File: src/hdl/isacc_pkg.sv
`timescale 1ns / 1ps

package isacc_pkg;

    localparam int TIME_WIDTH_DEF = 32;

    localparam int CODE_W = 8;
    localparam int STAMP_W = 32;
    localparam int STEP_W = 16;
    localparam int WIN_W = 32;
    localparam int CFG_ADDR_W = 2;
    localparam int CFG_DATA_W = 32;

    // register indexes on the configuration port
    localparam logic [CFG_ADDR_W-1:0] CFG_STEP_LO = 2'd0;
    localparam logic [CFG_ADDR_W-1:0] CFG_STEP_HI = 2'd1;
    localparam logic [CFG_ADDR_W-1:0] CFG_WINDOW = 2'd2;
    localparam logic [CFG_ADDR_W-1:0] CFG_CURVE = 2'd3;

    localparam logic signed [STEP_W-1:0] STEP_LO_RST = 16'sd1;
    localparam logic signed [STEP_W-1:0] STEP_HI_RST = 16'sd10;
    localparam logic [WIN_W-1:0] WINDOW_RST = 32'd500;
    localparam logic CURVE_RST = 1'b1;

    localparam logic CURVE_ZONES = 1'b0;
    localparam logic CURVE_QUAD = 1'b1;

    // zone edges in ms
    localparam int ZONE_FULL = 30;
    localparam int ZONE_3Q = 80;
    localparam int ZONE_HALF = 150;
    localparam int ZONE_1Q = 300;

    // quadratic curve clamp
    localparam int CLAMP_LO = 20;
    localparam int CLAMP_HI = 300;

    // ceil(2^24/280) and ceil(2^32/255): the rounding error stays below one
    // step of the remainder over the whole operand range, so no correction
    localparam logic [15:0] RECIP_280 = 16'd59919;
    localparam logic [24:0] RECIP_255 = 25'd16843010;

    typedef logic [255:0][7:0] q_table_t;

    function automatic q_table_t build_q_table();
        q_table_t t;
        for (int i = 0; i < 256; i++)
        begin
            t[i] = 8'((i * i) / 255);
        end
        return t;
    endfunction

    // f*f/255 for every f
    localparam q_table_t Q_TABLE = build_q_table();

    typedef struct packed {
        logic load;
        logic calc;
        logic prod;
        logic fin;
    } isacc_cmd_t;

endpackage

File: src/hdl/input_step_acceleration_core.sv
`timescale 1ns / 1ps

// channel   dir  handshake               payload
// s_axis    in   tvalid/tready           tdata: event_code, now_ms
// m_axis    out  tvalid/tready           tdata: step_out; tuser: restarted
// cfg       in   cfg_we                  cfg_addr, cfg_wdata
//
// an event runs in turn through accept, gap and zone step, curve product,
// and divide and select, each step in its own state
// the result sits in an output register, so the next event is accepted
// while it waits; a stalled output holds the following result in the last step
// reset clears history to code 0 and stamp 0 and loads the register defaults

module input_step_acceleration_core #(
    parameter int TIME_WIDTH = isacc_pkg::TIME_WIDTH_DEF
) (
    input  logic                                clk,
    input  logic                                rst_n,
    input  logic                                s_axis_tvalid,
    output logic                                s_axis_tready,
    input  logic [39:0]                         s_axis_tdata,   // event_code, now_ms
    output logic                                m_axis_tvalid,
    input  logic                                m_axis_tready,
    output logic [15:0]                         m_axis_tdata,   // step_out
    output logic [0:0]                          m_axis_tuser,   // restarted
    input  logic                                cfg_we,
    input  logic [isacc_pkg::CFG_ADDR_W-1:0]    cfg_addr,
    input  logic [isacc_pkg::CFG_DATA_W-1:0]    cfg_wdata
);

    isacc_pkg::isacc_cmd_t cmd;
    logic signed [15:0]    step_out;
    logic                  restarted;

    isacc_ctrl u_ctrl (
        .clk       (clk),
        .rst_n     (rst_n),
        .in_valid  (s_axis_tvalid),
        .in_ready  (s_axis_tready),
        .out_valid (m_axis_tvalid),
        .out_ready (m_axis_tready),
        .cmd       (cmd)
    );

    isacc_dp #(
        .TIME_WIDTH (TIME_WIDTH)
    ) u_dp (
        .clk        (clk),
        .rst_n      (rst_n),
        .cmd        (cmd),
        .cfg_we     (cfg_we),
        .cfg_addr   (cfg_addr),
        .cfg_wdata  (cfg_wdata),
        .event_code (s_axis_tdata[7:0]),
        .now_ms     (s_axis_tdata[39:8]),
        .step_out   (step_out),
        .restarted  (restarted)
    );

    assign m_axis_tdata = step_out;
    assign m_axis_tuser = restarted;

    // no new beat is taken while an event is in flight
    assert property (@(posedge clk) disable iff (!rst_n)
        (s_axis_tvalid && s_axis_tready)
        |=> !s_axis_tready ##1 !s_axis_tready ##1 !s_axis_tready)
    else $error("input accepted while an event is in flight");

    // with the output register empty, the last step does not wait and the result shows
    assert property (@(posedge clk) disable iff (!rst_n)
        (s_axis_tvalid && s_axis_tready && !m_axis_tvalid) |-> ##4 m_axis_tvalid)
    else $error("result missing after an event with free output");

    // an output beat never appears without an event having been taken
    assert property (@(posedge clk) disable iff (!rst_n)
        $rose(m_axis_tvalid) |-> $past(!s_axis_tready))
    else $error("output beat without an event in flight");

endmodule

File: src/hdl/isacc_ctrl.sv
`timescale 1ns / 1ps

module isacc_ctrl (
    input  logic                   clk,
    input  logic                   rst_n,
    input  logic                   in_valid,
    output logic                   in_ready,
    output logic                   out_valid,
    input  logic                   out_ready,
    output isacc_pkg::isacc_cmd_t  cmd
);

    localparam logic [1:0] ST_IDLE = 2'd0;
    localparam logic [1:0] ST_GAP = 2'd1;
    localparam logic [1:0] ST_PROD = 2'd2;
    localparam logic [1:0] ST_FIN = 2'd3;

    logic [1:0] state_reg;
    logic [1:0] state_next;
    logic       out_valid_reg;
    logic       out_valid_next;

    always_comb
    begin
        state_next = state_reg;
        in_ready = 1'b0;
        cmd = '0;
        unique case (state_reg)
            ST_IDLE:
            begin
                in_ready = 1'b1;
                if (in_valid)
                begin
                    cmd.load = 1'b1;
                    state_next = ST_GAP;
                end
            end
            ST_GAP:
            begin
                cmd.calc = 1'b1;
                state_next = ST_PROD;
            end
            ST_PROD:
            begin
                cmd.prod = 1'b1;
                state_next = ST_FIN;
            end
            ST_FIN:
            begin
                // hold the result until the output register frees up
                if (!out_valid_reg || out_ready)
                begin
                    cmd.fin = 1'b1;
                    state_next = ST_IDLE;
                end
            end
            default:
            begin
                state_next = ST_IDLE;
            end
        endcase
    end

    always_comb
    begin
        priority if (cmd.fin)
        begin
            out_valid_next = 1'b1;
        end
        else if (out_ready)
        begin
            out_valid_next = 1'b0;
        end
        else
        begin
            out_valid_next = out_valid_reg;
        end
    end

    always_ff @(posedge clk or negedge rst_n)
    begin
        if (!rst_n)
        begin
            state_reg <= ST_IDLE;
            out_valid_reg <= 1'b0;
        end
        else
        begin
            state_reg <= state_next;
            out_valid_reg <= out_valid_next;
        end
    end

    assign out_valid = out_valid_reg;

endmodule

File: src/hdl/isacc_dp.sv
`timescale 1ns / 1ps

module isacc_dp #(
    parameter int TIME_WIDTH = isacc_pkg::TIME_WIDTH_DEF
) (
    input  logic                                  clk,
    input  logic                                  rst_n,
    input  isacc_pkg::isacc_cmd_t                 cmd,
    input  logic                                  cfg_we,
    input  logic [isacc_pkg::CFG_ADDR_W-1:0]      cfg_addr,
    input  logic [isacc_pkg::CFG_DATA_W-1:0]      cfg_wdata,
    input  logic [isacc_pkg::CODE_W-1:0]          event_code,
    input  logic [isacc_pkg::STAMP_W-1:0]         now_ms,
    output logic signed [isacc_pkg::STEP_W-1:0]   step_out,
    output logic                                  restarted
);

    // configuration
    logic signed [15:0] step_lo_reg;
    logic signed [15:0] step_hi_reg;
    logic [31:0]        window_reg;
    logic               curve_reg;

    // history
    logic [TIME_WIDTH-1:0] last_stamp_reg;
    logic [7:0]            last_code_reg;

    // input capture
    logic [7:0]            code_reg;
    logic [TIME_WIDTH-1:0] now_reg;

    // intermediate results
    logic               restart_reg;
    logic signed [15:0] zone_reg;
    logic [7:0]         f_reg;
    logic               neg_reg;
    logic [23:0]        mag_reg;
    logic signed [15:0] step_out_reg;
    logic               restarted_reg;

    logic [TIME_WIDTH-1:0] gap;
    logic                  restart;
    logic [8:0]            g_clamp;
    logic [8:0]            inv;
    logic [16:0]           inv255;
    logic [32:0]           f_prod;
    logic signed [16:0]    span;
    logic signed [18:0]    span3;
    logic signed [18:0]    d34;
    logic signed [16:0]    d2;
    logic signed [16:0]    d4;
    logic signed [18:0]    lo19;
    logic signed [15:0]    zone_step;
    logic [7:0]            q;
    logic signed [25:0]    p;
    logic [25:0]           p_abs;
    logic [48:0]           quo_full;
    logic [15:0]           quo;
    logic signed [16:0]    curve_off;
    logic signed [15:0]    curve_step;
    logic signed [15:0]    result;

    assign gap = now_reg - last_stamp_reg;
    assign restart = (code_reg != last_code_reg) || (32'(gap) > window_reg);

    always_comb
    begin
        priority if (gap < TIME_WIDTH'(isacc_pkg::CLAMP_LO))
        begin
            g_clamp = 9'(isacc_pkg::CLAMP_LO);
        end
        else if (gap > TIME_WIDTH'(isacc_pkg::CLAMP_HI))
        begin
            g_clamp = 9'(isacc_pkg::CLAMP_HI);
        end
        else
        begin
            g_clamp = gap[8:0];
        end
    end

    assign inv = 9'(isacc_pkg::CLAMP_HI) - g_clamp;
    assign inv255 = {inv, 8'b0} - {8'b0, inv};
    // inv*255/280 by reciprocal
    assign f_prod = 33'(inv255) * 33'(isacc_pkg::RECIP_280);

    // zone steps, each quotient truncated toward zero
    assign span = {step_hi_reg[15], step_hi_reg} - {step_lo_reg[15], step_lo_reg};
    assign span3 = {{2{span[16]}}, span} + {span[16], span, 1'b0};
    assign d34 = (span3 + (span3[18] ? 19'sd3 : 19'sd0)) >>> 2;
    assign d2 = (span + (span[16] ? 17'sd1 : 17'sd0)) >>> 1;
    assign d4 = (span + (span[16] ? 17'sd3 : 17'sd0)) >>> 2;
    assign lo19 = {{3{step_lo_reg[15]}}, step_lo_reg};

    always_comb
    begin
        priority if (gap < TIME_WIDTH'(isacc_pkg::ZONE_FULL))
        begin
            zone_step = step_hi_reg;
        end
        else if (gap < TIME_WIDTH'(isacc_pkg::ZONE_3Q))
        begin
            zone_step = 16'(lo19 + d34);
        end
        else if (gap < TIME_WIDTH'(isacc_pkg::ZONE_HALF))
        begin
            zone_step = 16'(lo19 + {{2{d2[16]}}, d2});
        end
        else if (gap < TIME_WIDTH'(isacc_pkg::ZONE_1Q))
        begin
            zone_step = 16'(lo19 + {{2{d4[16]}}, d4});
        end
        else
        begin
            zone_step = step_lo_reg;
        end
    end

    // quadratic curve: span * q, then / 255 on the magnitude
    assign q = isacc_pkg::Q_TABLE[f_reg];
    assign p = {{9{span[16]}}, span} * $signed({18'b0, q});
    assign p_abs = p[25] ? 26'(-p) : 26'(p);

    assign quo_full = 49'(mag_reg) * 49'(isacc_pkg::RECIP_255);
    assign quo = quo_full[47:32];
    assign curve_off = neg_reg ? -$signed({1'b0, quo}) : $signed({1'b0, quo});
    assign curve_step = 16'({step_lo_reg[15], step_lo_reg} + curve_off);

    always_comb
    begin
        priority if (restart_reg)
        begin
            result = step_lo_reg;
        end
        else if (curve_reg == isacc_pkg::CURVE_ZONES)
        begin
            result = zone_reg;
        end
        else
        begin
            result = curve_step;
        end
    end

    always_ff @(posedge clk or negedge rst_n)
    begin
        if (!rst_n)
        begin
            step_lo_reg <= isacc_pkg::STEP_LO_RST;
            step_hi_reg <= isacc_pkg::STEP_HI_RST;
            window_reg <= isacc_pkg::WINDOW_RST;
            curve_reg <= isacc_pkg::CURVE_RST;
            last_stamp_reg <= '0;
            last_code_reg <= '0;
        end
        else
        begin
            if (cfg_we)
            begin
                unique case (cfg_addr)
                    isacc_pkg::CFG_STEP_LO:  step_lo_reg <= cfg_wdata[15:0];
                    isacc_pkg::CFG_STEP_HI:  step_hi_reg <= cfg_wdata[15:0];
                    isacc_pkg::CFG_WINDOW:   window_reg <= cfg_wdata;
                    isacc_pkg::CFG_CURVE:    curve_reg <= cfg_wdata[0];
                    default:                 curve_reg <= curve_reg;
                endcase
            end
            if (cmd.calc)
            begin
                last_stamp_reg <= now_reg;
                last_code_reg <= code_reg;
            end
        end
    end

    always_ff @(posedge clk)
    begin
        if (cmd.load)
        begin
            code_reg <= event_code;
            now_reg <= now_ms[TIME_WIDTH-1:0];
        end
        if (cmd.calc)
        begin
            restart_reg <= restart;
            zone_reg <= zone_step;
            f_reg <= f_prod[31:24];
        end
        if (cmd.prod)
        begin
            neg_reg <= p[25];
            mag_reg <= p_abs[23:0];
        end
        if (cmd.fin)
        begin
            step_out_reg <= result;
            restarted_reg <= restart_reg;
        end
    end

    assign step_out = step_out_reg;
    assign restarted = restarted_reg;

endmodule
File: config.mk
export PLATFORM = sky130hd
export DESIGN_NAME = input_step_acceleration_core
export DESIGN_NICKNAME = d
export VERILOG_FILES = /design/src/hdl/isacc_pkg.sv /design/src/hdl/input_step_acceleration_core.sv /design/src/hdl/isacc_ctrl.sv /design/src/hdl/isacc_dp.sv
export SDC_FILE = /design/constraint.sdc
export NUM_CORES = 2
export LEC_CHECK = 0
export ABC_AREA = 1
export ABC_CLOCK_PERIOD_IN_PS = 17740
export BUFFER_PORTS_ARGS = -buffer_cell sky130_fd_sc_hd__buf_2
export CAP_MARGIN = 20
export CORE_MARGIN = 2
export CORE_UTILIZATION = 40
export DETAILED_ROUTE_END_ITERATION = 12
export PLACE_DENSITY = 0.54
export REMOVE_ABC_BUFFERS = 1
export SLEW_MARGIN = 30
export SYNTH_ARGS = -nofsm -noshare
export SYNTH_HDL_FRONTEND = slang
export SYNTH_SLANG_ARGS = --single-unit
File: constraint.sdc
create_clock -name clk -period 17.74 [get_ports clk]
set_input_delay 3.548 -clock clk [delete_from_list [all_inputs] [get_ports clk]]
set_output_delay 3.548 -clock clk [all_outputs]
set_load 0.05 [all_outputs]
**After elaboration in Yosys (flattened, before gate mapping)**

Memories as Yosys holds them, arrays and structs flattened. A register that Yosys moved wholly into a read port is not among the register bits.
Index checks and enable logic that the tools add are counted.

- Multiplexer cells: 27
- Equal/unequal tests: 9
- $add $sub $neg: 14
- Multipliers: 3
- Order comparisons: 8
- Reduce and logical (&&, ||, !) cells: 11

Operators with widths:

| kind | count |
|---|---|
| two-way mux 16 bit | 7 |
| < comparator 32 x 5 -> 1 bit (second input constant) | 2 |
| adder 16 bit | 3 |
| multiplier 24 x 24 -> 47 bit (second input constant) | 1 |
| > comparator 32 bit | 1 |
| > comparator 32 x 9 -> 1 bit (second input constant) | 1 |
| < comparator 32 x 7 -> 1 bit (second input constant) | 1 |
| < comparator 32 x 8 -> 1 bit (second input constant) | 1 |
| < comparator 32 x 9 -> 1 bit (second input constant) | 1 |
| multiplier 17 x 16 -> 32 bit (second input constant) | 1 |
| subtractor 32 bit | 1 |
| multiplier 17 x 9 -> 26 bit | 1 |
| two-way mux 24 bit | 1 |
| negator 24 bit | 1 |
| adder 17 x 18 -> 19 bit | 1 |
| adder 18 bit | 1 |
| two-way mux 9 bit | 2 |
| adder 17 x 2 -> 17 bit | 1 |
| adder 17 x 3 -> 17 bit | 1 |
| subtractor 16 x 16 -> 17 bit | 1 |
| subtractor 17 x 9 -> 17 bit | 1 |
| adder 16 x 15 -> 16 bit | 1 |
| two-way mux 8 bit | 2 |
| negator 16 bit | 1 |
| other kinds (15) | 37 |

- Memories kept: 1
- Memory bits (read-only): 2048
- Bits in registers: 215
- Input port bits: 79
- Output and inout bits: 19

Memory list:

| name | depth | bits a word | rd ports | clocked after Yosys merged registers in | wr ports | RTL line | text |
|---|---|---|---|---|---|---|---|
| (no name shown) | 256 | 8 | 1 | 1 | 0 | isacc_dp.sv:120 | `assign q = isacc_pkg::Q_TABLE[f_reg];` |

**Depth between registers and ports, before layout**

- Depth after elaboration: 8
- Gate-level depth with buffers: 75
- Depth with buffers taken out: 75

**Modules after synthesis**

From an unflattened synthesis, not the netlist that was laid out.

- Cell total of the unflattened synthesis: 4430
- Area total of the unflattened synthesis: 32686.3 µm²

By module, submodules not included:

| module | cells each | sequential area each (µm²) | times used | area each (µm²) |
|---|---|---|---|---|
| isacc_dp | 4400 | 6013.3 | 1 | 32456.1 |
| isacc_ctrl | 30 | 75.1 | 1 | 230.2 |

**Least setup slack after synthesis**

No wires, ideal clock.

- Path type: reg2reg
- From: register u_dp.now_reg[0]
- To: register, netlist name u_dp.q[2]
- Cell stages (with the launch flop): 60
- Setup time: 0.120 ns
- Path buffers: 0
- Arrival: 9.491 ns
- Slack: 8.129 ns
- Clock period less this slack: 9.611 ns
- Cells stage by stage: edfxtp_1 -> inv_1 -> ha_1 -> inv_1 -> fa_1 -> nand3_1 -> nand3_2 -> nand2_1 -> nand2_2 -> nand2_1 -> nand3b_1 -> nand2_1 -> nand3_1 -> nor2_1 -> nand4_1 -> nor2_1 -> inv_1 -> nor3_1 -> [24 not listed] -> nor2_1 -> nand2_1 -> a41oi_1 -> or2_2 -> nand3_1 -> o21ai_1 -> clkinv_1 -> ha_1 -> inv_1 -> nand2_1 -> inv_1 -> nor3_1 -> o21ai_0 -> nand3_1 -> nand2_1 -> nand3_1 -> nand2_1 -> nand2_1

RTL lines:

| what | RTL line | text |
|---|---|---|
| from (decl) | isacc_dp.sv:30 | `logic [TIME_WIDTH-1:0] now_reg;` |
| from (signal assigned) | isacc_dp.sv:181 | `now_reg <= now_ms[TIME_WIDTH-1:0];` |

==> metrics.md <==
| Metric | Value |
|---|---|
| Final Hold Vio Count | `0` |
| Antenna diodes | `0` |
| CP max-delay cell | `xnor2_1` |
| Critical Setup Path Class | `reg -> reg` |
| Worst skew pair latency | `590 ps` |
| Port buffer count | `97` |
| Post-synth EDFFs | `107` |
| Cts repair resizes | `0` |
| Top_reg_cell synth | `edfxtp_1` |
| Sum of negative setup slack | `0 ps` |
| CP startpoint | `u_dp.now_reg[16]$_DFFE_PP_` |
| CP Data Arrival Time | `12360 ps` |
| Total gr overflow | `0` |
| WL/cell | `15.8 um` |
| Routability Congestion | `0.916` |
| Sequential area share after synthesis | `0.187` |
| Tcrit/Tclk final | `0.671` |
| Leading area contributor after synthesis | `ha_1` |
| Clock tree sinks | `223` |
| Ys async rst share | `0.484` |
| CP Data Required Time | `18200 ps` |
| Clock Path Buffers | `3` |
| Warnings, synthesis | `0` |
| Die area | `0.0836 mm2` |
| Outcome | `finished, final reports clean` |
| Worst path buffer plus inverter count | `9` |
| Hold Path Sink | `u_dp.last_code_reg[4]$_DFFE_PN0N_` |
| Largest cells by area after synthesis | `ha_1 (20%), nand2_1 (12%), fa_1 (11%)` |
| Crit-path max cell delay | `620 ps` |
| RSZ-0062 raised after global routing | `false` |
| Reg2reg end | `u_dp.q[2]$_DFF_P_` |
| Post-Syn Instances | `4464` |
| Final worst path period need | `11900 ps` |
| Placed instance count | `5575` |
| Final wirelength | `88800 um` |
| Clock-pin transition on the worst setup and hold timing paths | `60 ps` |
| CTS Buf Count | `27` |
| CP max FO | `10` |
| DR vias | `27748` |
| Worst setup SP type | `register` |
| Post-layout nets | `5315` |
| R2R depth | `60` |
| Starting Density | `0.404` |
| Dpl hpwl | `75000 um` |
| Syn avg cell area | `7.28 um2` |
| Max frequency | `84.0 MHz` |
| Layout cells sized above 1 | `0.0638` |
| CP dominant cell by count | `nand2_1` |
| Die Ht | `289 um` |
| Max Cap Violations | `0` |
| Final Max Slew Viols | `0` |
| Largest net degree at the start of global routing | `88` |
| Routed Antenna Nets | `0` |
| Delay-heaviest family, CP | `simple AND/OR/NAND/NOR gates` |
| First-pass GRT wire length | `144000 um` |
| Hold Crit Depth | `2` |
| Skew final | `27.1 ps` |
| Vias in the first global route | `27318` |
| R2r setup slk | `5840 ps` |
| Syn Std Cell Area | `0.0325 mm2` |
| Post-Layout Cell Count | `5623` |
| Netlist cell types | `64` |
| Die width | `289 um` |
| Post-synth top area share | `0.196` |
| CTS root buf | `clkbuf_16` |
| Row count | `104` |
| Hold buffers post-CTS | `0` |
| All-Layer GR Usage | `0.216` |
| Post-CTS Setup Inserts | `0` |
| Routed vias/inst | `4.93` |
| Reg2reg start | `u_dp.now_reg[16]$_DFFE_PP_` |
| DRC | `0` |
| Crit. End Element | `register` |
| TritonRoute pass-1 iters | `6` |
| Antenna violations before repair | `2` |
| Worst slew margin | `0.386` |
| Worst-Margin Slew | `921 ps` |
| Type of the worst min-delay path | `reg -> reg` |
| Flops & latches, synth | `223` |
| CTS tree | `done` |
| DR iter-0 viols | `1663` |
| Area Overhead vs Synth | `8.04%` |
| Io pins | `98` |
| HP Start | `u_dp.last_code_reg[4]$_DFFE_PN0N_` |
| Core ar. | `0.0805 mm2` |
| Final setup viols | `0` |
| H-Tree Depth | `1` |
-- how the worst max path moves through the flow --
stage	cells past startpoint	slack, ps	endpoint
global placement	59	5950	u_dp.q[5]$_DFF_P_
CTS	59	5830	u_dp.q[5]$_DFF_P_
finish	60	5840	u_dp.q[2]$_DFF_P_
floorplan	54	7430	u_dp.q[1]$_DFF_P_
global route	60	4730	u_dp.q[2]$_DFF_P_
detailed placement	59	5870	u_dp.q[5]$_DFF_P_
-- synth_stat cells (all sizes together) (17+ instances only) --
cell type,number
nand2,1061
clkbuf,58
nand3,176
fa,183
xor2,162
o21bai,25
o21ai,238
nand4,45
o211ai,27
nor3,45
a21oi,253
ha,509
a21o,17
edfxtp,107
xnor2,44
nor2,371
dfrtp,98
inv,893
or2,21
-- area by class of cell --
| class | count | area, um2 |
|---|---|---|
| Fill cell | 8410 | 45400 |
| Multi-Input combinational cell | 3278 | 22800 |
| Sequential cell | 223 | 6090 |
| Inverter | 902 | 3390 |
| Tap cell | 1060 | 1330 |
| Clock buffer | 39 | 792 |
| Timing Repair Buffer | 112 | 604 |
| Clock inverter | 9 | 83.8 |
-- worst register-to-register path: cells and delay by family (launching register included) --
family | cells | cell delay (ps)
xor+xnor | 2 | 940
simple gates | 35 | 3980
flops | 1 | 400
compound gates | 5 | 1410
buf+inv | 9 | 1410
fa+ha+maj | 9 | 3670
-- metrics by stage --
stage	setup slack [ps]	utilization	hold slack, ps	instance area, um2
floorplan	7430	-	453	32300
CTS	5830	0.436	493	35100
global route	4730	0.436	507	35100
detailed placement	5870	0.425	478	34200
global placement	5950	0.425	468	34200
finish	5840	0.436	489	35100
-- cells by family after synthesis --
kind of cell | synth area share
AOI/OAI and AO/OA | 0.109
xor gates and xnor gates | 0.0562
and+or+nand+nor | 0.228
adders and majority gates | 0.309
DFF | 0.187
muxes | 0.000308
buffers and inverters | 0.111
-- cells in the final DEF (no fill, tap or decap), drive strengths merged, types with 107 or more instances in the layout --
master / Yosys / final
xor2: 162 / 162
nor2: 371 / 371
a21oi: 253 / 253
nand2: 1061 / 1061
o21ai: 238 / 238
buf: 3 / 112
nand3: 176 / 176
inv: 893 / 896
fa: 183 / 183
edfxtp: 107 / 107
ha: 509 / 509
-- routing by layer --
| metal | vias up | global-route usage | part of all wire |
|---|---|---|---|
| li1 | 14409 | - | - |
| met1 | 12836 | 0.290 | 0.47 |
| met2 | 405 | 0.379 | 0.48 |
| met3 | 98 | 0.0156 | 0.028 |
| met4 | 0 | 0.0494 | 0.025 |
| met5 | - | 0 | 0 |
Power is not shown: default switching activity piles up to over one toggle a cycle in this logic, so the estimate is an artifact.
